**src/sv/abps_pkg.sv**
```systemverilog
// shared types, constants and register codes for the alarm buzzer pattern sequencer
package abps_pkg;

    localparam int DEFAULT_PHASE_BITS = 12;

    localparam int CFG_IDX_W  = 4;
    localparam int CFG_DATA_W = 12;
    localparam int DUTY_W     = 10;
    localparam int STATUS_W   = 8;
    localparam int ALARM_W    = 3;

    // register map
    typedef enum logic [CFG_IDX_W-1:0] {
        CFG_FAST_PERIOD   = 4'd0,
        CFG_FAST_ON_TICKS = 4'd1,
        CFG_LONG_PERIOD   = 4'd2,
        CFG_LONG_ON_TICKS = 4'd3,
        CFG_TRIPLE_PERIOD = 4'd4,
        CFG_BEEP_LENGTH   = 4'd5,
        CFG_BEEP_SPACING  = 4'd6,
        CFG_ON_DUTY       = 4'd7
    } cfg_idx_t;

    localparam logic [CFG_DATA_W-1:0] RST_FAST_PERIOD   = 12'd6;
    localparam logic [CFG_DATA_W-1:0] RST_FAST_ON_TICKS = 12'd3;
    localparam logic [CFG_DATA_W-1:0] RST_LONG_PERIOD   = 12'd40;
    localparam logic [CFG_DATA_W-1:0] RST_LONG_ON_TICKS = 12'd10;
    localparam logic [CFG_DATA_W-1:0] RST_TRIPLE_PERIOD = 12'd250;
    localparam logic [CFG_DATA_W-1:0] RST_BEEP_LENGTH   = 12'd6;
    localparam logic [CFG_DATA_W-1:0] RST_BEEP_SPACING  = 12'd12;
    localparam logic [DUTY_W-1:0]     RST_ON_DUTY       = 10'd512;

    // item modes
    localparam logic MODE_TICK     = 1'b0;
    localparam logic MODE_SET_MUTE = 1'b1;

    // result codes
    localparam logic RESULT_OK        = 1'b0;
    localparam logic RESULT_SAVE_FAIL = 1'b1;

    // status byte bits
    localparam int STATUS_INTERLOCK_BIT = 5;
    localparam int STATUS_OT_SOFT_BIT   = 0;

    // alarm mask bits
    localparam int ALARM_INTERLOCK_BIT = 0;
    localparam int ALARM_DEGRADED_BIT  = 1;
    localparam int ALARM_OT_SOFT_BIT   = 2;

    typedef struct packed {
        logic [CFG_DATA_W-1:0] fast_period;
        logic [CFG_DATA_W-1:0] fast_on_ticks;
        logic [CFG_DATA_W-1:0] long_period;
        logic [CFG_DATA_W-1:0] long_on_ticks;
        logic [CFG_DATA_W-1:0] triple_period;
        logic [CFG_DATA_W-1:0] beep_length;
        logic [CFG_DATA_W-1:0] beep_spacing;
    } tone_cfg_t;

    typedef struct packed {
        logic fast_on;
        logic long_on;
        logic triple_on;
    } tone_hit_t;

endpackage

```
**src/sv/abps_tone_gen.sv**
```systemverilog
// per-pattern phase counters and beep window decode
module abps_tone_gen import abps_pkg::*;
#(
    parameter int PHASE_BITS = DEFAULT_PHASE_BITS
)
(
    input  logic      clk,
    input  logic      rst_n,
    input  tone_cfg_t tone_cfg,
    input  logic      advance,
    output tone_hit_t hit
);

    localparam int CMP_W = ((PHASE_BITS > CFG_DATA_W) ? PHASE_BITS : CFG_DATA_W) + 2;

    logic [PHASE_BITS-1:0] fast_phase_reg,   fast_phase_next;
    logic [PHASE_BITS-1:0] long_phase_reg,   long_phase_next;
    logic [PHASE_BITS-1:0] triple_phase_reg, triple_phase_next;

    logic [CMP_W-1:0] t_x, len_x, sp_x, sp2_x, end1_x, end2_x;

    // wraps at the period (zero counts as one) and at the counter limit
    function automatic logic [PHASE_BITS-1:0] phase_step(
        input logic [PHASE_BITS-1:0] ph,
        input logic [CFG_DATA_W-1:0] per
    );
        logic [PHASE_BITS:0] n;
        logic [CMP_W-1:0]    n_x;
        logic [CMP_W-1:0]    per_x;
        n     = {1'b0, ph} + (PHASE_BITS+1)'(1);
        n_x   = CMP_W'(n);
        per_x = (per == '0) ? CMP_W'(1) : CMP_W'(per);
        if (n[PHASE_BITS] || (n_x >= per_x))
        begin
            return '0;
        end
        return n[PHASE_BITS-1:0];
    endfunction

    always_comb
    begin
        fast_phase_next   = fast_phase_reg;
        long_phase_next   = long_phase_reg;
        triple_phase_next = triple_phase_reg;
        if (advance)
        begin
            fast_phase_next   = phase_step(fast_phase_reg, tone_cfg.fast_period);
            long_phase_next   = phase_step(long_phase_reg, tone_cfg.long_period);
            triple_phase_next = phase_step(triple_phase_reg, tone_cfg.triple_period);
        end
    end

    always_ff @(posedge clk or negedge rst_n)
    begin
        if (!rst_n)
        begin
            fast_phase_reg   <= '0;
            long_phase_reg   <= '0;
            triple_phase_reg <= '0;
        end
        else
        begin
            fast_phase_reg   <= fast_phase_next;
            long_phase_reg   <= long_phase_next;
            triple_phase_reg <= triple_phase_next;
        end
    end

    // three short beep windows
    always_comb
    begin
        t_x    = CMP_W'(triple_phase_reg);
        len_x  = CMP_W'(tone_cfg.beep_length);
        sp_x   = CMP_W'(tone_cfg.beep_spacing);
        sp2_x  = sp_x << 1;
        end1_x = sp_x + len_x;
        end2_x = sp2_x + len_x;
    end

    assign hit.fast_on   = CMP_W'(fast_phase_reg) < CMP_W'(tone_cfg.fast_on_ticks);
    assign hit.long_on   = CMP_W'(long_phase_reg) < CMP_W'(tone_cfg.long_on_ticks);
    assign hit.triple_on = (t_x < len_x)
                        || ((t_x >= sp_x)  && (t_x < end1_x))
                        || ((t_x >= sp2_x) && (t_x < end2_x));

endmodule

```
**config.mk**
```make
export PLATFORM = sky130hd
export DESIGN_NAME = abps_tone_gen
export DESIGN_NICKNAME = d
export VERILOG_FILES = /design/src/sv/abps_pkg.sv /design/src/sv/abps_tone_gen.sv
export SDC_FILE = /design/constraint.sdc
export NUM_CORES = 1
export LEC_CHECK = 0
export ABC_AREA = 1
export BUFFER_PORTS_ARGS = -buffer_cell sky130_fd_sc_hd__buf_2
export CAP_MARGIN = 30
export CORE_ASPECT_RATIO = 1.75
export CORE_MARGIN = 4
export CORE_UTILIZATION = 54
export CTS_CLUSTER_SIZE = 40
export DETAILED_ROUTE_END_ITERATION = 7
export PLACE_DENSITY_LB_ADDON = 0.12
export SLEW_MARGIN = 20
export SYNTH_ARGS = -nofsm -noshare
export SYNTH_HDL_FRONTEND = slang
export SYNTH_SLANG_ARGS = --single-unit
```
**constraint.sdc**
```tcl
create_clock -name clk -period 5.14 [get_ports clk]
set_clock_uncertainty 0.05 [all_clocks]
set_input_delay 1.542 -clock clk [delete_from_list [all_inputs] [get_ports clk]]
set_output_delay 1.542 -clock clk [all_outputs]
set_load 0.02 [all_outputs]
```
==> report_table.html, run 1 <==
<table>
<tr><th>Metric</th><th>Value</th></tr>
<tr><th colspan="2">Floorplanning</th></tr>
<tr><td>Placeable core area</td><td>11580 sq um</td></tr>
<tr><td>Full die area</td><td>13760 sq um</td></tr>
<tr><td>Die Width</td><td>90.42 microns</td></tr>
<tr><td>Die span in y</td><td>152.2 microns</td></tr>
<tr><td>Starting density of the core</td><td>0.5542</td></tr>
<tr><td>Row count</td><td>52</td></tr>
<tr><td>I/O pins</td><td>90</td></tr>
<tr><th colspan="2">Clock network</th></tr>
<tr><td>Count of H-tree levels built during CTS</td><td>2</td></tr>
<tr><td>Insertion delay of the later-clocked pin in the worst-skew pair</td><td>0.29 ns</td></tr>
<tr><td>CTS tree</td><td>built</td></tr>
<tr><td>TritonCTS buffer count</td><td>5</td></tr>
<tr><td>CTS Hold Bufs</td><td>0</td></tr>
<tr><td>Root Buffer</td><td>sky130_fd_sc_hd__clkbuf_16</td></tr>
<tr><td>Clock Pin Slew Worst Setup and Hold Paths</td><td>0.06 ns</td></tr>
<tr><td>Number of buffers on the longest clock path</td><td>2</td></tr>
<tr><td>TritonCTS sink count</td><td>36</td></tr>
<tr><th colspan="2">GRT</th></tr>
<tr><td>Gr usage total</td><td>0.2498</td></tr>
<tr><td>First-pass GRT wire length</td><td>28880 microns</td></tr>
<tr><td>Number of antenna violations at the first check in global routing</td><td>0</td></tr>
<tr><td>Vias in the first global route</td><td>6867</td></tr>
<tr><td>Global route total overflow</td><td>0</td></tr>
<tr><td>Maximum number of pins on one net before global-route repair</td><td>40</td></tr>
<tr><th colspan="2">STA</th></tr>
<tr><td>Slew at the pin closest to its max-slew limit</td><td>0.5742 ns</td></tr>
<tr><td>Final cycle utilization of the critical path</td><td>1.077</td></tr>
<tr><td>Relative slew slack</td><td>0.6137</td></tr>
<tr><td>Max Freq</td><td>0.1807 GHz</td></tr>
<tr><td>Final worst path period need</td><td>5.534 ns</td></tr>
<tr><td>Final worst slack</td><td>-0.3938 ns</td></tr>
<tr><td>Final slew viol count</td><td>0</td></tr>
<tr><td>Setup-violating endpoint count in the final report</td><td>1</td></tr>
<tr><td>Unrepaired setup endpoints after global routing</td><td>yes</td></tr>
<tr><td>Final Hold Viols</td><td>0</td></tr>
<tr><th colspan="2">Critical path</th></tr>
<tr><td>CP Data Arrival Time</td><td>3.94 ns</td></tr>
<tr><td>Worst reg2reg setup slack</td><td>2.19 ns</td></tr>
<tr><td>Beginning of the worst register-to-register path</td><td>triple_phase_reg[1]</td></tr>
<tr><td>R2r worst-path depth</td><td>11</td></tr>
<tr><td>Startpoint class of the critical path</td><td>input port</td></tr>
<tr><td>Maximum fanout encountered on the critical timing path</td><td>2</td></tr>
<tr><td>CP required</td><td>3.55 ns</td></tr>
<tr><td>FF-to-FF End</td><td>triple_phase_reg[1]</td></tr>
<tr><td>Type of the worst setup path</td><td>input port to primary output</td></tr>
<tr><td>Setup crit end kind</td><td>primary output</td></tr>
<tr><td>Setup crit start</td><td>tone_cfg[12]</td></tr>
<tr><td>Capture point of the critical path</td><td>hit[0]</td></tr>
<tr><th colspan="2">Drt</th></tr>
<tr><td>Vias</td><td>6717</td></tr>
<tr><td>First DRT Iteration DRCs</td><td>209</td></tr>
<tr><td>Residual DRC</td><td>0</td></tr>
<tr><td>Pre-antenna DRT Iters</td><td>5</td></tr>
<tr><td>WL/cell</td><td>13.82 microns</td></tr>
<tr><td>DRT Wirelength</td><td>17050 microns</td></tr>
<tr><td>Detailed-route vias per instance</td><td>5.443</td></tr>
<tr><td>Remaining antenna violation count</td><td>0</td></tr>
<tr><th colspan="2">Synth</th></tr>
<tr><td>Share of synthesized area occupied by flip-flops and latches</td><td>0.1404</td></tr>
<tr><td>Async S/R FF share, synth</td><td>1.000</td></tr>
<tr><td>Simple logic cell fraction of the synthesized area</td><td>0.2875</td></tr>
<tr><td>Compound-Gate Fraction of Synth Area</td><td>0.1322</td></tr>
<tr><td>Mapped Area</td><td>6419 sq um</td></tr>
<tr><td>Unique cell type count in the Yosys netlist</td><td>43</td></tr>
<tr><td>Combinational family with the most area after synthesis</td><td>simple AND/OR/NAND/NOR gates</td></tr>
<tr><td>Xor-xnor portion of the synthesized cell area</td><td>0.04912</td></tr>
<tr><td>Mean instance size in the synthesized netlist</td><td>6.792 sq um</td></tr>
<tr><td>Total number of yosys warnings</td><td>0</td></tr>
<tr><td>Adder-cell share of the synthesized area</td><td>0.2791</td></tr>
<tr><td>Proportion of synthesized area in mux cells</td><td>0</td></tr>
<tr><td>Mapped Nets</td><td>1174</td></tr>
<tr><td>Main synth FF type</td><td>sky130_fd_sc_hd__dfrtp_1</td></tr>
<tr><td>Number of flip-flops and latches in the synthesized netlist</td><td>36</td></tr>
<tr><td>Synthesized netlist cell count</td><td>945</td></tr>
<tr><td>Number of flops mapped to enable cells by yosys</td><td>0</td></tr>
<tr><th colspan="2">Layout</th></tr>
<tr><td>Area used by multi-input combinational logic</td><td>4883 sq um</td></tr>
<tr><td>Storage cell area</td><td>900.9 sq um</td></tr>
<tr><td>Commonest non-fill, non-tap cells in the layout</td><td>sky130_fd_sc_hd__nand2_1, sky130_fd_sc_hd__inv_1, sky130_fd_sc_hd__ha_1, sky130_fd_sc_hd__buf_2, sky130_fd_sc_hd__buf_4</td></tr>
<tr><td>Final Util</td><td>0.6693</td></tr>
<tr><td>Number of inserted filler cells in the final layout</td><td>1106</td></tr>
<tr><td>Number of nets in the layout</td><td>1327</td></tr>
<tr><td>Most common library cell in the layout ignoring fill and taps</td><td>sky130_fd_sc_hd__nand2_1</td></tr>
<tr><td>Total non-filler cell area in the finished layout</td><td>7751 sq um</td></tr>
<tr><td>Proportion of layout cells with a drive suffix above 1</td><td>0.2047</td></tr>
<tr><td>Area growth from synthesis to layout</td><td>20.76%</td></tr>
<tr><td>Antenna diode instance count</td><td>0</td></tr>
<tr><th colspan="2">Placed design</th></tr>
<tr><td>Detailed placement HPWL</td><td>14300 microns</td></tr>
<tr><td>Post-placement worst setup slack</td><td>-0.5760 ns</td></tr>
<tr><td>Global placement routability congestion</td><td>0.8802</td></tr>
<tr><td>Count of buffers from port buffering</td><td>89</td></tr>
<tr><td>Post-DP Area</td><td>7413 sq um</td></tr>
<tr><th colspan="2">Outcome</th></tr>
<tr><td>Status</td><td>complete, but fails checks</td></tr>
<tr><td>Failing checks</td><td>negative setup slack</td></tr>
<tr><th colspan="2">Hold path</th></tr>
<tr><td>Worst min-delay path class</td><td>flop to flop</td></tr>
<tr><th colspan="2">Power</th></tr>
<tr><td>Worst vdd ir</td><td>0.2290 mV</td></tr>
<tr><td>Pwr per Cell Area</td><td>219.2 nW/um^2</td></tr>
<tr><td>Leakage component of the power</td><td>0.004576 uW</td></tr>
<tr><th colspan="2">Flow run</th></tr>
<tr><td>Maximum Capacitance Violations</td><td>0</td></tr>
</table>
## cells in the mapped netlist, types with 4 or more instances
cell type / number / area share
sky130_fd_sc_hd__xnor2_1: 9 / 0.012
sky130_fd_sc_hd__a21o_1: 7 / 0.0082
sky130_fd_sc_hd__nor2_1: 65 / 0.038
sky130_fd_sc_hd__o211ai_1: 5 / 0.0058
sky130_fd_sc_hd__dfrtp_1: 36 / 0.14
sky130_fd_sc_hd__ha_1: 140 / 0.27
sky130_fd_sc_hd__clkbuf_1: 7 / 0.0041
sky130_fd_sc_hd__nand2_1: 219 / 0.13
sky130_fd_sc_hd__nand3_1: 32 / 0.025
sky130_fd_sc_hd__nand2_2: 5 / 0.0049
sky130_fd_sc_hd__o21ai_1: 5 / 0.0039
sky130_fd_sc_hd__nand4_1: 49 / 0.048
sky130_fd_sc_hd__o21ai_2: 10 / 0.014
sky130_fd_sc_hd__xor2_1: 27 / 0.037
sky130_fd_sc_hd__o221ai_1: 4 / 0.0055
sky130_fd_sc_hd__o21ai_0: 16 / 0.012
sky130_fd_sc_hd__a31oi_1: 4 / 0.0039
sky130_fd_sc_hd__inv_1: 164 / 0.096
sky130_fd_sc_hd__a21oi_1: 68 / 0.053
sky130_fd_sc_hd__nand3b_1: 4 / 0.0047
sky130_fd_sc_hd__nor3_1: 18 / 0.014
sky130_fd_sc_hd__nor4_1: 7 / 0.0068
## through the flow
| step | hold WS, ns | cells | TNS (ns) | power [uW] |
|---|---|---|---|---|
| after floorplan | 0.4313 | 945 | -0.1486 | 1041 |
| after global placement | 0.4701 | 1216 | -0.5353 | 1339 |
| after detailed placement | 0.4700 | 1216 | -0.5760 | 1357 |
| after CTS | 0.4844 | 1231 | -0.4285 | 1700 |
| after global routing | 0.5164 | 1234 | -0.5462 | 1873 |
| final | 0.4804 | 1234 | -0.3938 | 1699 |
## what timing repair did
action,4_1_cts,5_1_grt
cloned,0,0
buffers inserted,7,2
pin swaps,13,15
endpoints found under the setup margin,1,1
resized for setup,17,13
## metal layers
layer	GRT usage	wire length [microns]	up-vias
li1	-	-	3489
met1	0.2394	6149	3076
met2	0.5139	9758	111
met3	0.01779	381	41
met4	0.1271	765	0
met5	0	0	-
## cell type report
cell class	count	area share
clock buffers	7	0.01840
clock inverters	1	0.0009685
inverters	167	0.08087
multi-input cells	727	0.6300
flip-flops and latches	36	0.1162
well taps	135	0.02179
repair buffers	161	0.1317
## kinds of logic (layout without fill, tap and decap cells)
logic type | count (synthesis) | after routing
AO/OA/AOI/OAI | 137 | 137
XOR/XNOR | 36 | 36
adder cells (fa/ha/maj) | 142 | 142
buffers and inverters | 182 | 336
flip-flops | 36 | 36
AND/OR/NAND/NOR | 412 | 412
## report_power, final
part / internal (uW) / switching (uW)
clock network: 193 / 130
logic: 418 / 518
registers: 332 / 106
total: 944 / 755
## worst max-delay path, stage by stage
cell and delay [ns]:
sky130_fd_sc_hd__buf_8 0.08, sky130_fd_sc_hd__ha_4 0.12, sky130_fd_sc_hd__inv_2 0.03, sky130_fd_sc_hd__fa_2 0.33
sky130_fd_sc_hd__nand3b_1 0.17, sky130_fd_sc_hd__nand2_2 0.10, sky130_fd_sc_hd__inv_2 0.05, sky130_fd_sc_hd__nor2_2 0.10
sky130_fd_sc_hd__nor2_2 0.06, sky130_fd_sc_hd__o21ai_2 0.20, sky130_fd_sc_hd__xnor2_1 0.10, sky130_fd_sc_hd__ha_1 0.31
sky130_fd_sc_hd__nand2_1 0.07, sky130_fd_sc_hd__o21a_1 0.17, sky130_fd_sc_hd__nand2_1 0.05, sky130_fd_sc_hd__nand2_1 0.04
sky130_fd_sc_hd__nand2_1 0.05, sky130_fd_sc_hd__nand2_1 0.05, sky130_fd_sc_hd__a21oi_2 0.12, sky130_fd_sc_hd__nand2_2 0.06
sky130_fd_sc_hd__buf_6 0.13
## worst min path at each step
stage | start | end | slack, ns | depth (start not counted)
6_report | fast_phase_reg[10] | fast_phase_reg[10] | 0.48 | 2
5_1_grt | fast_phase_reg[10] | fast_phase_reg[10] | 0.52 | 2
4_1_cts | fast_phase_reg[10] | fast_phase_reg[10] | 0.48 | 2
3_5_place_dp | fast_phase_reg[10] | fast_phase_reg[10] | 0.47 | 2
3_3_place_gp | fast_phase_reg[10] | fast_phase_reg[10] | 0.47 | 2
2_1_floorplan | fast_phase_reg[10] | fast_phase_reg[10] | 0.43 | 2
No activity file was read; power rests on OpenSTA's default activity.
==> run 2: changes to the inputs <==
ABC_AREA = not set   (was 1)
CORE_MARGIN = 2   (was 4)
==> run 2 against run 1 <==
The run still ends with negative setup slack left; synthesized cell count decreased by 27%; clock-buffer cell count is 1 higher; non-clock buffer count decreased by 8; largest cell class unchanged.
==> report_table.html, run 2 <==
<table>
<tr><th>Metric</th><th>Value</th></tr>
<tr><th colspan="2">Layout</th></tr>
<tr><td>Total non-filler cell area in the finished layout</td><td>7157 sq um (-7.7%)</td></tr>
<tr><td>Final Util</td><td>0.6769 (+0.007627)</td></tr>
<tr><td>Area growth from synthesis to layout</td><td>23.76%</td></tr>
<tr><td>Number of nets in the layout</td><td>1070 (-19%)</td></tr>
<tr><td>Most common library cell in the layout ignoring fill and taps</td><td>sky130_fd_sc_hd__ha_1</td></tr>
<tr><td>Number of inserted filler cells in the final layout</td><td>925 (-16%)</td></tr>
<tr><td>Commonest non-fill, non-tap cells in the layout</td><td>sky130_fd_sc_hd__ha_1, sky130_fd_sc_hd__inv_1, sky130_fd_sc_hd__buf_2, sky130_fd_sc_hd__buf_4, sky130_fd_sc_hd__o21ai_0</td></tr>
<tr><td>Proportion of layout cells with a drive suffix above 1</td><td>0.2387 (+0.03399)</td></tr>
<tr><td>Antenna diode instance count</td><td>0 (unchanged)</td></tr>
<tr><td>Final non-filler cell total</td><td>972 (-21%)</td></tr>
<tr><th colspan="2">STA</th></tr>
<tr><td>Final Hold Viols</td><td>0 (unchanged)</td></tr>
<tr><td>Tightest hold margin</td><td>0.5042 ns (+0.02389 ns)</td></tr>
<tr><td>Final slew viol count</td><td>0 (unchanged)</td></tr>
<tr><td>Final worst path period need</td><td>6.038 ns (+0.5040 ns)</td></tr>
<tr><td>Setup-violating endpoint count in the final report</td><td>1 (unchanged)</td></tr>
<tr><td>Relative slew slack</td><td>0.4653 (-0.1483)</td></tr>
<tr><td>Slew at the pin closest to its max-slew limit</td><td>0.8011 ns (+0.2269 ns)</td></tr>
<tr><td>Unrepaired setup endpoints after global routing</td><td>yes</td></tr>
<tr><td>Final cycle utilization of the critical path</td><td>1.175 (+0.09806)</td></tr>
<tr><td>Final worst slack</td><td>-0.8978 ns (-0.5040 ns)</td></tr>
<tr><td>Max Freq</td><td>0.1656 GHz (-8.3%)</td></tr>
<tr><th colspan="2">Critical path</th></tr>
<tr><td>CP required</td><td>3.55 ns (about the same)</td></tr>
<tr><td>CP Data Arrival Time</td><td>4.45 ns (+0.51 ns)</td></tr>
<tr><td>R2r worst-path depth</td><td>11 (unchanged)</td></tr>
<tr><td>Worst-path cell chain</td><td>buf_8, ha_4, fa_2, a21o_1, a21oi_2, o211ai_1, a31o_2, a21oi_2, xor2_1, ha_1, o21ai_1, nand2b_1, a22o_1, a31oi_2, nor3_2, o221ai_4, buf_6</td></tr>
<tr><td>FF-to-FF End</td><td>triple_phase_reg[6]</td></tr>
<tr><td>Cell with the largest stage delay on the worst path</td><td>sky130_fd_sc_hd__fa_2</td></tr>
<tr><td>Family with the most delay on the worst path</td><td>compound AO/OA/AOI/OAI gates</td></tr>
<tr><td>Buffers plus inverters on the worst setup path</td><td>2 (-2)</td></tr>
<tr><td>Beginning of the worst register-to-register path</td><td>triple_phase_reg[2]</td></tr>
<tr><td>Type of the worst setup path</td><td>input port to primary output</td></tr>
<tr><td>Capture point of the critical path</td><td>hit[0]</td></tr>
<tr><td>Worst reg2reg setup slack</td><td>1.45 ns (-0.74 ns)</td></tr>
<tr><td>Logic depth of the worst setup path including buffers</td><td>17 (-19%)</td></tr>
<tr><td>Dominant cell type by count on the critical path</td><td>sky130_fd_sc_hd__a21oi_2</td></tr>
<tr><td>CP peak stage delay</td><td>0.34 ns (about the same)</td></tr>
<tr><td>Setup crit end kind</td><td>primary output</td></tr>
<tr><td>Setup crit start</td><td>tone_cfg[0]</td></tr>
<tr><td>Startpoint class of the critical path</td><td>input port</td></tr>
<tr><td>Maximum fanout encountered on the critical timing path</td><td>3 (+1)</td></tr>
<tr><th colspan="2">Clock network</th></tr>
<tr><td>Insertion delay of the later-clocked pin in the worst-skew pair</td><td>0.28 ns (about the same)</td></tr>
<tr><td>CTS Hold Bufs</td><td>0 (unchanged)</td></tr>
<tr><td>TritonCTS buffer count</td><td>5 (unchanged)</td></tr>
<tr><td>Number of buffers on the longest clock path</td><td>2 (unchanged)</td></tr>
<tr><td>Root Buffer</td><td>sky130_fd_sc_hd__clkbuf_16</td></tr>
<tr><td>Clock Pin Slew Worst Setup and Hold Paths</td><td>0.05 ns (about the same)</td></tr>
<tr><td>TritonCTS sink count</td><td>36 (unchanged)</td></tr>
<tr><td>CTS tree</td><td>built</td></tr>
<tr><td>Count of H-tree levels built during CTS</td><td>2 (unchanged)</td></tr>
<tr><th colspan="2">Synth</th></tr>
<tr><td>Mapped Area</td><td>5783 sq um (-9.9%)</td></tr>
<tr><td>Unique cell type count in the Yosys netlist</td><td>62 (+44%)</td></tr>
<tr><td>Total number of yosys warnings</td><td>0 (unchanged)</td></tr>
<tr><td>Number of flops mapped to enable cells by yosys</td><td>0 (unchanged)</td></tr>
<tr><td>Cell type with the largest total area after synthesis</td><td>sky130_fd_sc_hd__ha_1</td></tr>
<tr><td>Mean instance size in the synthesized netlist</td><td>8.369 sq um (+23%)</td></tr>
<tr><td>Share of synthesized area occupied by flip-flops and latches</td><td>0.1558 (+0.01543)</td></tr>
<tr><td>Cell with the most instances after synthesis</td><td>sky130_fd_sc_hd__ha_1</td></tr>
<tr><td>Post-synth top cells</td><td>sky130_fd_sc_hd__ha_1, sky130_fd_sc_hd__inv_1, sky130_fd_sc_hd__o21ai_0, sky130_fd_sc_hd__a21oi_1, sky130_fd_sc_hd__dfrtp_1</td></tr>
<tr><td>Synthesized netlist cell count</td><td>691 (-27%)</td></tr>
<tr><td>Main synth FF type</td><td>sky130_fd_sc_hd__dfrtp_1</td></tr>
<tr><td>Number of flip-flops and latches in the synthesized netlist</td><td>36 (unchanged)</td></tr>
<tr><td>Async S/R FF share, synth</td><td>1.000 (unchanged)</td></tr>
<tr><td>Top-area cell type share of the netlist area</td><td>0.3029 (+0.02999)</td></tr>
<tr><td>Mapped Nets</td><td>920 (-22%)</td></tr>
<tr><td>Top area cells in the synthesized netlist</td><td>sky130_fd_sc_hd__ha_1, sky130_fd_sc_hd__dfrtp_1, sky130_fd_sc_hd__inv_1</td></tr>
<tr><th colspan="2">Placed design</th></tr>
<tr><td>Placed insts</td><td>959 (-21%)</td></tr>
<tr><td>Detailed placement HPWL</td><td>12940 microns (-9.5%)</td></tr>
<tr><td>Post-DP Area</td><td>6868 sq um (-7.4%)</td></tr>
<tr><td>Count of buffers from port buffering</td><td>89 (unchanged)</td></tr>
<tr><td>Global placement routability congestion</td><td>0.8628 (-2.0%)</td></tr>
<tr><th colspan="2">Power</th></tr>
<tr><td>Pwr per Cell Area</td><td>223.4 nW/um^2 (+1.9%)</td></tr>
<tr><td>Leakage component of the power</td><td>0.004031 uW (-12%)</td></tr>
<tr><td>Worst vdd ir</td><td>0.1858 mV (-19%)</td></tr>
<tr><th colspan="2">Drt</th></tr>
<tr><td>WL/cell</td><td>15.72 microns (+14%)</td></tr>
<tr><td>Detailed-route vias per instance</td><td>5.874 (+7.9%)</td></tr>
<tr><td>Residual DRC</td><td>0 (unchanged)</td></tr>
<tr><td>Vias</td><td>5710 (-15%)</td></tr>
<tr><td>Remaining antenna violation count</td><td>0 (unchanged)</td></tr>
<tr><td>Pre-antenna DRT Iters</td><td>5 (unchanged)</td></tr>
<tr><td>First DRT Iteration DRCs</td><td>172 (-18%)</td></tr>
<tr><td>DRT Wirelength</td><td>15280 microns (-10%)</td></tr>
<tr><th colspan="2">GRT</th></tr>
<tr><td>First-pass GRT wire length</td><td>24700 microns (-14%)</td></tr>
<tr><td>Global route total overflow</td><td>0 (unchanged)</td></tr>
<tr><td>Number of antenna violations at the first check in global routing</td><td>0 (unchanged)</td></tr>
<tr><td>Vias in the first global route</td><td>5841 (-15%)</td></tr>
<tr><td>Routing usage on met3</td><td>0.01921 (+0.001420)</td></tr>
<tr><td>Routing usage on met2</td><td>0.5514 (+0.03745)</td></tr>
<tr><td>Gr usage total</td><td>0.2694 (+0.01956)</td></tr>
<tr><td>Met1 GRT Util</td><td>0.2510 (+0.01156)</td></tr>
<tr><td>Most congested layer reported by global routing</td><td>met2</td></tr>
<tr><td>Maximum number of pins on one net before global-route repair</td><td>37 (-7.5%)</td></tr>
<tr><th colspan="2">Hold path</th></tr>
<tr><td>Worst min-delay path class</td><td>flop to flop</td></tr>
<tr><td>Hold path startpoint</td><td>fast_phase_reg[11]</td></tr>
<tr><th colspan="2">Floorplanning</th></tr>
<tr><td>Die span in y</td><td>140.9 microns (-7.4%)</td></tr>
<tr><td>Die Width</td><td>82.23 microns (-9.1%)</td></tr>
<tr><td>Row count</td><td>50 (-3.8%)</td></tr>
<tr><td>I/O pins</td><td>90 (unchanged)</td></tr>
<tr><td>Full die area</td><td>11590 sq um (-16%)</td></tr>
<tr><td>Placeable core area</td><td>10570 sq um (-8.7%)</td></tr>
<tr><td>Starting density of the core</td><td>0.5470 (-0.007253)</td></tr>
<tr><th colspan="2">Flow run</th></tr>
<tr><td>Maximum Capacitance Violations</td><td>0 (unchanged)</td></tr>
<tr><th colspan="2">Outcome</th></tr>
<tr><td>Status</td><td>complete, but fails checks</td></tr>
<tr><td>Failing checks</td><td>negative setup slack</td></tr>
</table>
run 2: cell count changes after synthesis, moves of 17 or more:
cell and change:
sky130_fd_sc_hd__nand2_1 -188, sky130_fd_sc_hd__nand2b_1 +17, sky130_fd_sc_hd__o21ai_0 +24, sky130_fd_sc_hd__a21o_1 +17, sky130_fd_sc_hd__nor2_1 -37, sky130_fd_sc_hd__inv_1 -70, sky130_fd_sc_hd__nand4_1 -42, sky130_fd_sc_hd__a21oi_1 -32
run 2: layer usage:
layer,vias to the layer above,part of all wire
met5,-,0
met1,2729,0.35
li1,2818,-
met3,37,0.023
met4,0,0.040
met2,126,0.58
run 2: final cells by class:
| type | instances | area, sq um | area share |
|---|---|---|---|
| timing repair buffer | 153 | 970.9 | 0.1357 |
| inverter | 94 | 355.3 | 0.04965 |
| sequential | 36 | 900.9 | 0.1259 |
| multi-input combinational | 551 | 4621 | 0.6456 |
| clock buffer | 8 | 146.4 | 0.02045 |
| tap | 130 | 162.7 | 0.02273 |
run 2: stage by stage:
stage | setup slack, ns | TNS, ns | total power (uW)
after detailed placement | -1.086 | -1.086 | 1277
after global placement | -1.043 | -1.043 | 1232
after global routing | -1.023 | -1.023 | 1746
final | -0.8978 | -0.8978 | 1599
after CTS | -0.9013 | -0.9013 | 1605
after floorplan | -0.5490 | -0.5490 | 967.2
run 2: cells by family (layout without fill, tap and decap cells):
group           count (synthesis)  count (layout)  synth area share
xor+xnor                       46              46           0.06967
buf+inv                       104             255           0.06988
fa+ha+maj                     142             142            0.3098
compound gates                195             195            0.2397
flops                          36              36            0.1558
mux                             3               3          0.005409
simple gates                  165             165            0.1497
run 2: worst min path at each step:
stage / endpoint / cells past startpoint
after floorplan: fast_phase_reg[11] / 1
after global placement: fast_phase_reg[11] / 1
after detailed placement: fast_phase_reg[11] / 1
after CTS: fast_phase_reg[11] / 1
after global routing: fast_phase_reg[11] / 1
final: fast_phase_reg[11] / 1
run 2: report_power, final:
part	internal [uW]	switching [uW]
Sequential	333	106
Clock	193	114
Combinational	418	435
Total	944	655
run 2: timing repair:
action                     in CTS  in global routing
resized for setup              20                  7
setup endpoints to repair       1                  1
buffers inserted                3                  2
pin swaps                      21                 13
==> run 3: changes to the inputs <==
CELL_PAD_IN_SITES_DETAIL_PLACEMENT = 1   (was not set)
CELL_PAD_IN_SITES_GLOBAL_PLACEMENT = 2   (was not set)
CORE_UTILIZATION = 32   (was 54)
==> run 3 against run 2 <==
The run still ends with negative setup slack left; sequential share of layout area shrank 0.35 points; combinational power up 4.8%; first-iteration DRC count shrank 8.7%; design area rose by 2.9%; hold slack worse by 0.0045 ns; largest cell class unchanged.
==> report_table.html, run 3 (synthesized netlist as in run 2, its figures left out) <==
<table>
<tr><th>Metric</th><th>Value</th></tr>
<tr><th colspan="2">Critical path</th></tr>
<tr><td>Beginning of the worst register-to-register path</td><td>triple_phase_reg[2]</td></tr>
<tr><td>Maximum fanout encountered on the critical timing path</td><td>3 (unchanged)</td></tr>
<tr><td>Buffers plus inverters on the worst setup path</td><td>2 (unchanged)</td></tr>
<tr><td>Type of the worst setup path</td><td>input port to primary output</td></tr>
<tr><td>Setup crit start</td><td>tone_cfg[0]</td></tr>
<tr><td>Family with the most delay on the worst path</td><td>compound AO/OA/AOI/OAI gates</td></tr>
<tr><td>Cell with the largest stage delay on the worst path</td><td>sky130_fd_sc_hd__fa_2</td></tr>
<tr><td>Setup crit end kind</td><td>primary output</td></tr>
<tr><td>Startpoint class of the critical path</td><td>input port</td></tr>
<tr><td>CP Data Arrival Time</td><td>4.51 ns (+0.06 ns)</td></tr>
<tr><td>CP peak stage delay</td><td>0.35 ns (about the same)</td></tr>
<tr><td>Worst-path cell chain</td><td>buf_8, ha_4, fa_2, a21o_1, a21oi_4, o211ai_1, a31o_2, a21oi_2, xor2_1, ha_1, o21ai_1, nand2b_1, a22o_1, a31oi_1, nor3_2, o221ai_4, buf_6</td></tr>
<tr><td>CP required</td><td>3.55 ns (about the same)</td></tr>
<tr><th colspan="2">Drt</th></tr>
<tr><td>Detailed-route vias per instance</td><td>5.281 (-10%)</td></tr>
<tr><td>Residual DRC</td><td>0 (unchanged)</td></tr>
<tr><td>Remaining antenna violation count</td><td>0 (unchanged)</td></tr>
<tr><td>WL/cell</td><td>16.89 microns (+7.5%)</td></tr>
<tr><td>Vias</td><td>5725 (+0.26%)</td></tr>
<tr><td>DRT Wirelength</td><td>18310 microns (+20%)</td></tr>
<tr><td>First DRT Iteration DRCs</td><td>157 (-8.7%)</td></tr>
<tr><td>Pre-antenna DRT Iters</td><td>4 (-1)</td></tr>
<tr><th colspan="2">Clock network</th></tr>
<tr><td>CTS Hold Bufs</td><td>0 (unchanged)</td></tr>
<tr><td>Number of buffers on the longest clock path</td><td>2 (unchanged)</td></tr>
<tr><td>TritonCTS sink count</td><td>36 (unchanged)</td></tr>
<tr><td>Root Buffer</td><td>sky130_fd_sc_hd__clkbuf_16</td></tr>
<tr><td>TritonCTS buffer count</td><td>5 (unchanged)</td></tr>
<tr><td>Clock Pin Slew Worst Setup and Hold Paths</td><td>0.06 ns (about the same)</td></tr>
<tr><td>Insertion delay of the later-clocked pin in the worst-skew pair</td><td>0.29 ns (about the same)</td></tr>
<tr><td>CTS tree</td><td>built</td></tr>
<tr><td>Count of H-tree levels built during CTS</td><td>2 (unchanged)</td></tr>
<tr><th colspan="2">STA</th></tr>
<tr><td>Setup-violating endpoint count in the final report</td><td>1 (unchanged)</td></tr>
<tr><td>Fin Setup TNS</td><td>-0.9633 ns (-0.06543 ns)</td></tr>
<tr><td>Relative slew slack</td><td>0.4089 (-0.05637)</td></tr>
<tr><td>Unrepaired setup endpoints after global routing</td><td>yes</td></tr>
<tr><td>Final cycle utilization of the critical path</td><td>1.187 (+0.01273)</td></tr>
<tr><td>Tightest hold margin</td><td>0.4997 ns (-0.004544 ns)</td></tr>
<tr><td>Final worst slack</td><td>-0.9633 ns (-0.06543 ns)</td></tr>
<tr><td>Slew at the pin closest to its max-slew limit</td><td>0.8856 ns (+0.08446 ns)</td></tr>
<tr><td>Final slew viol count</td><td>0 (unchanged)</td></tr>
<tr><td>Final Hold Viols</td><td>0 (unchanged)</td></tr>
<tr><td>Max Freq</td><td>0.1638 GHz (-1.1%)</td></tr>
<tr><td>Final worst path period need</td><td>6.103 ns (+0.06543 ns)</td></tr>
<tr><th colspan="2">Floorplanning</th></tr>
<tr><td>Die Width</td><td>105.6 microns (+28%)</td></tr>
<tr><td>Starting density of the core</td><td>0.3232 (-0.2238)</td></tr>
<tr><td>Row count</td><td>65 (+30%)</td></tr>
<tr><td>I/O pins</td><td>90 (unchanged)</td></tr>
<tr><td>Die span in y</td><td>181.8 microns (+29%)</td></tr>
<tr><td>Full die area</td><td>19210 sq um (+66%)</td></tr>
<tr><td>Placeable core area</td><td>17890 sq um (+69%)</td></tr>
<tr><th colspan="2">GRT</th></tr>
<tr><td>Vias in the first global route</td><td>6501 (+11%)</td></tr>
<tr><td>Global route total overflow</td><td>0 (unchanged)</td></tr>
<tr><td>Maximum number of pins on one net before global-route repair</td><td>37 (unchanged)</td></tr>
<tr><td>Number of antenna violations at the first check in global routing</td><td>0 (unchanged)</td></tr>
<tr><td>First-pass GRT wire length</td><td>30510 microns (+24%)</td></tr>
<tr><td>Gr usage total</td><td>0.1963 (-0.07307)</td></tr>
<tr><th colspan="2">Layout</th></tr>
<tr><td>Most common library cell in the layout ignoring fill and taps</td><td>sky130_fd_sc_hd__ha_1</td></tr>
<tr><td>Number of nets in the layout</td><td>1078 (+0.75%)</td></tr>
<tr><td>Antenna diode instance count</td><td>0 (unchanged)</td></tr>
<tr><td>Area growth from synthesis to layout</td><td>27.35%</td></tr>
<tr><td>Total non-filler cell area in the finished layout</td><td>7365 sq um (+2.9%)</td></tr>
<tr><td>Commonest non-fill, non-tap cells in the layout</td><td>sky130_fd_sc_hd__ha_1, sky130_fd_sc_hd__inv_1, sky130_fd_sc_hd__buf_2, sky130_fd_sc_hd__buf_4, sky130_fd_sc_hd__o21ai_0</td></tr>
<tr><td>Proportion of layout cells with a drive suffix above 1</td><td>0.2482 (+0.009518)</td></tr>
<tr><th colspan="2">Power</th></tr>
<tr><td>Pwr per Cell Area</td><td>225.1 nW/um^2 (+0.77%)</td></tr>
<tr><td>Proportion of power drawn by flip-flops and latches</td><td>0.270 (-0.005)</td></tr>
<tr><td>Share of total power consumed by net switching</td><td>0.4196 (+0.009874)</td></tr>
<tr><td>Fraction of power consumed by the clock network</td><td>0.191 (about the same)</td></tr>
<tr><td>Leakage component of the power</td><td>0.004073 uW (+1.0%)</td></tr>
<tr><td>Gate power share</td><td>0.539 (+0.006)</td></tr>
<tr><td>Sw power</td><td>695.6 uW (+6.2%)</td></tr>
<tr><td>Worst vdd ir</td><td>0.1154 mV (-38%)</td></tr>
<tr><td>Cell Int Power</td><td>962.2 uW (+2.0%)</td></tr>
<tr><th colspan="2">Placed design</th></tr>
<tr><td>Global placement routability congestion</td><td>0.8509 (-1.4%)</td></tr>
<tr><td>Post-DP Area</td><td>7066 sq um (+2.9%)</td></tr>
<tr><td>Detailed placement HPWL</td><td>15590 microns (+20%)</td></tr>
<tr><td>Count of buffers from port buffering</td><td>89 (unchanged)</td></tr>
<tr><th colspan="2">Outcome</th></tr>
<tr><td>Status</td><td>complete, but fails checks</td></tr>
<tr><td>Failing checks</td><td>negative setup slack</td></tr>
<tr><th colspan="2">Flow run</th></tr>
<tr><td>Maximum Capacitance Violations</td><td>0 (unchanged)</td></tr>
<tr><th colspan="2">Hold path</th></tr>
<tr><td>Hold path startpoint</td><td>fast_phase_reg[11]</td></tr>
<tr><td>Worst min-delay path class</td><td>flop to flop</td></tr>
</table>
[run 3: changes by cell type in the layout (fill, tap and decap cells not counted), moves of 2 or more]
cell and change:
sky130_fd_sc_hd__buf_2 +3, sky130_fd_sc_hd__buf_6 -2, sky130_fd_sc_hd__clkbuf_1 -2, sky130_fd_sc_hd__inv_1 +2
sky130_fd_sc_hd__buf_4 +8, sky130_fd_sc_hd__clkinv_2 +2
[run 3: cell type report]
cell class | instances | area, sq um
flip-flops and latches | 36 | 900.9
clock inverters | 2 | 10.01
multi-input cells | 551 | 4648
well taps | 234 | 292.8
repair buffers | 161 | 1021
inverters | 94 | 352.8
fillers | 2217 | 10530
clock buffers | 6 | 138.9
[run 3: path summary, 6_finish.rpt]
kind,endpoint,slack (ns),cells after the start
max,hit[0],-0.96,17
min reg2reg,fast_phase_reg[11],0.50,1
max reg2reg,triple_phase_reg[6],1.37,11
max in group asynchronous,fast_phase_reg[3],3.57,2
min in group asynchronous,triple_phase_reg[2],1.04,1
min,fast_phase_reg[11],0.50,1
[run 3: what timing repair did]
action	in CTS	in global routing
gates resized for setup	10	11
endpoints found under the setup margin	1	1
pin swaps	11	15
endpoints found under the hold margin	0	0
buffers inserted	0	3
[run 3: power groups by stage]
stage | Combinational, uW | Clock, uW | Sequential, uW
finish | 893 | 317 | 448
global route | 1020 | 332 | 462
CTS | 894 | 322 | 449
detailed placement | 883 | 0 | 454
global placement | 840 | 0 | 452
floorplan | 557 | 0 | 410
[run 3: through the flow]
| step | power [uW] | utilization | setup slack [ns] | std cells |
|---|---|---|---|---|
| 2_1_floorplan | 967.2 | - | -0.5490 | 691 |
| 6_report | 1658 | 0.4116 | -0.9633 | 1084 |
| 5_1_grt | 1817 | 0.4116 | -1.140 | 1084 |
| 4_1_cts | 1665 | 0.4053 | -1.067 | 1080 |
| 3_5_place_dp | 1337 | 0.3949 | -1.236 | 1072 |
| 3_3_place_gp | 1291 | 0.3949 | -1.123 | 1072 |
[run 3: routing by layer]
layer / vias up / routed length, microns / global-route usage
li1: 2840 / - / -
met1: 2776 / 6615 / 0.1895
met2: 77 / 10660 / 0.4142
met3: 32 / 317 / 0.01220
met4: 0 / 714 / 0.07737
met5: - / 0 / 0
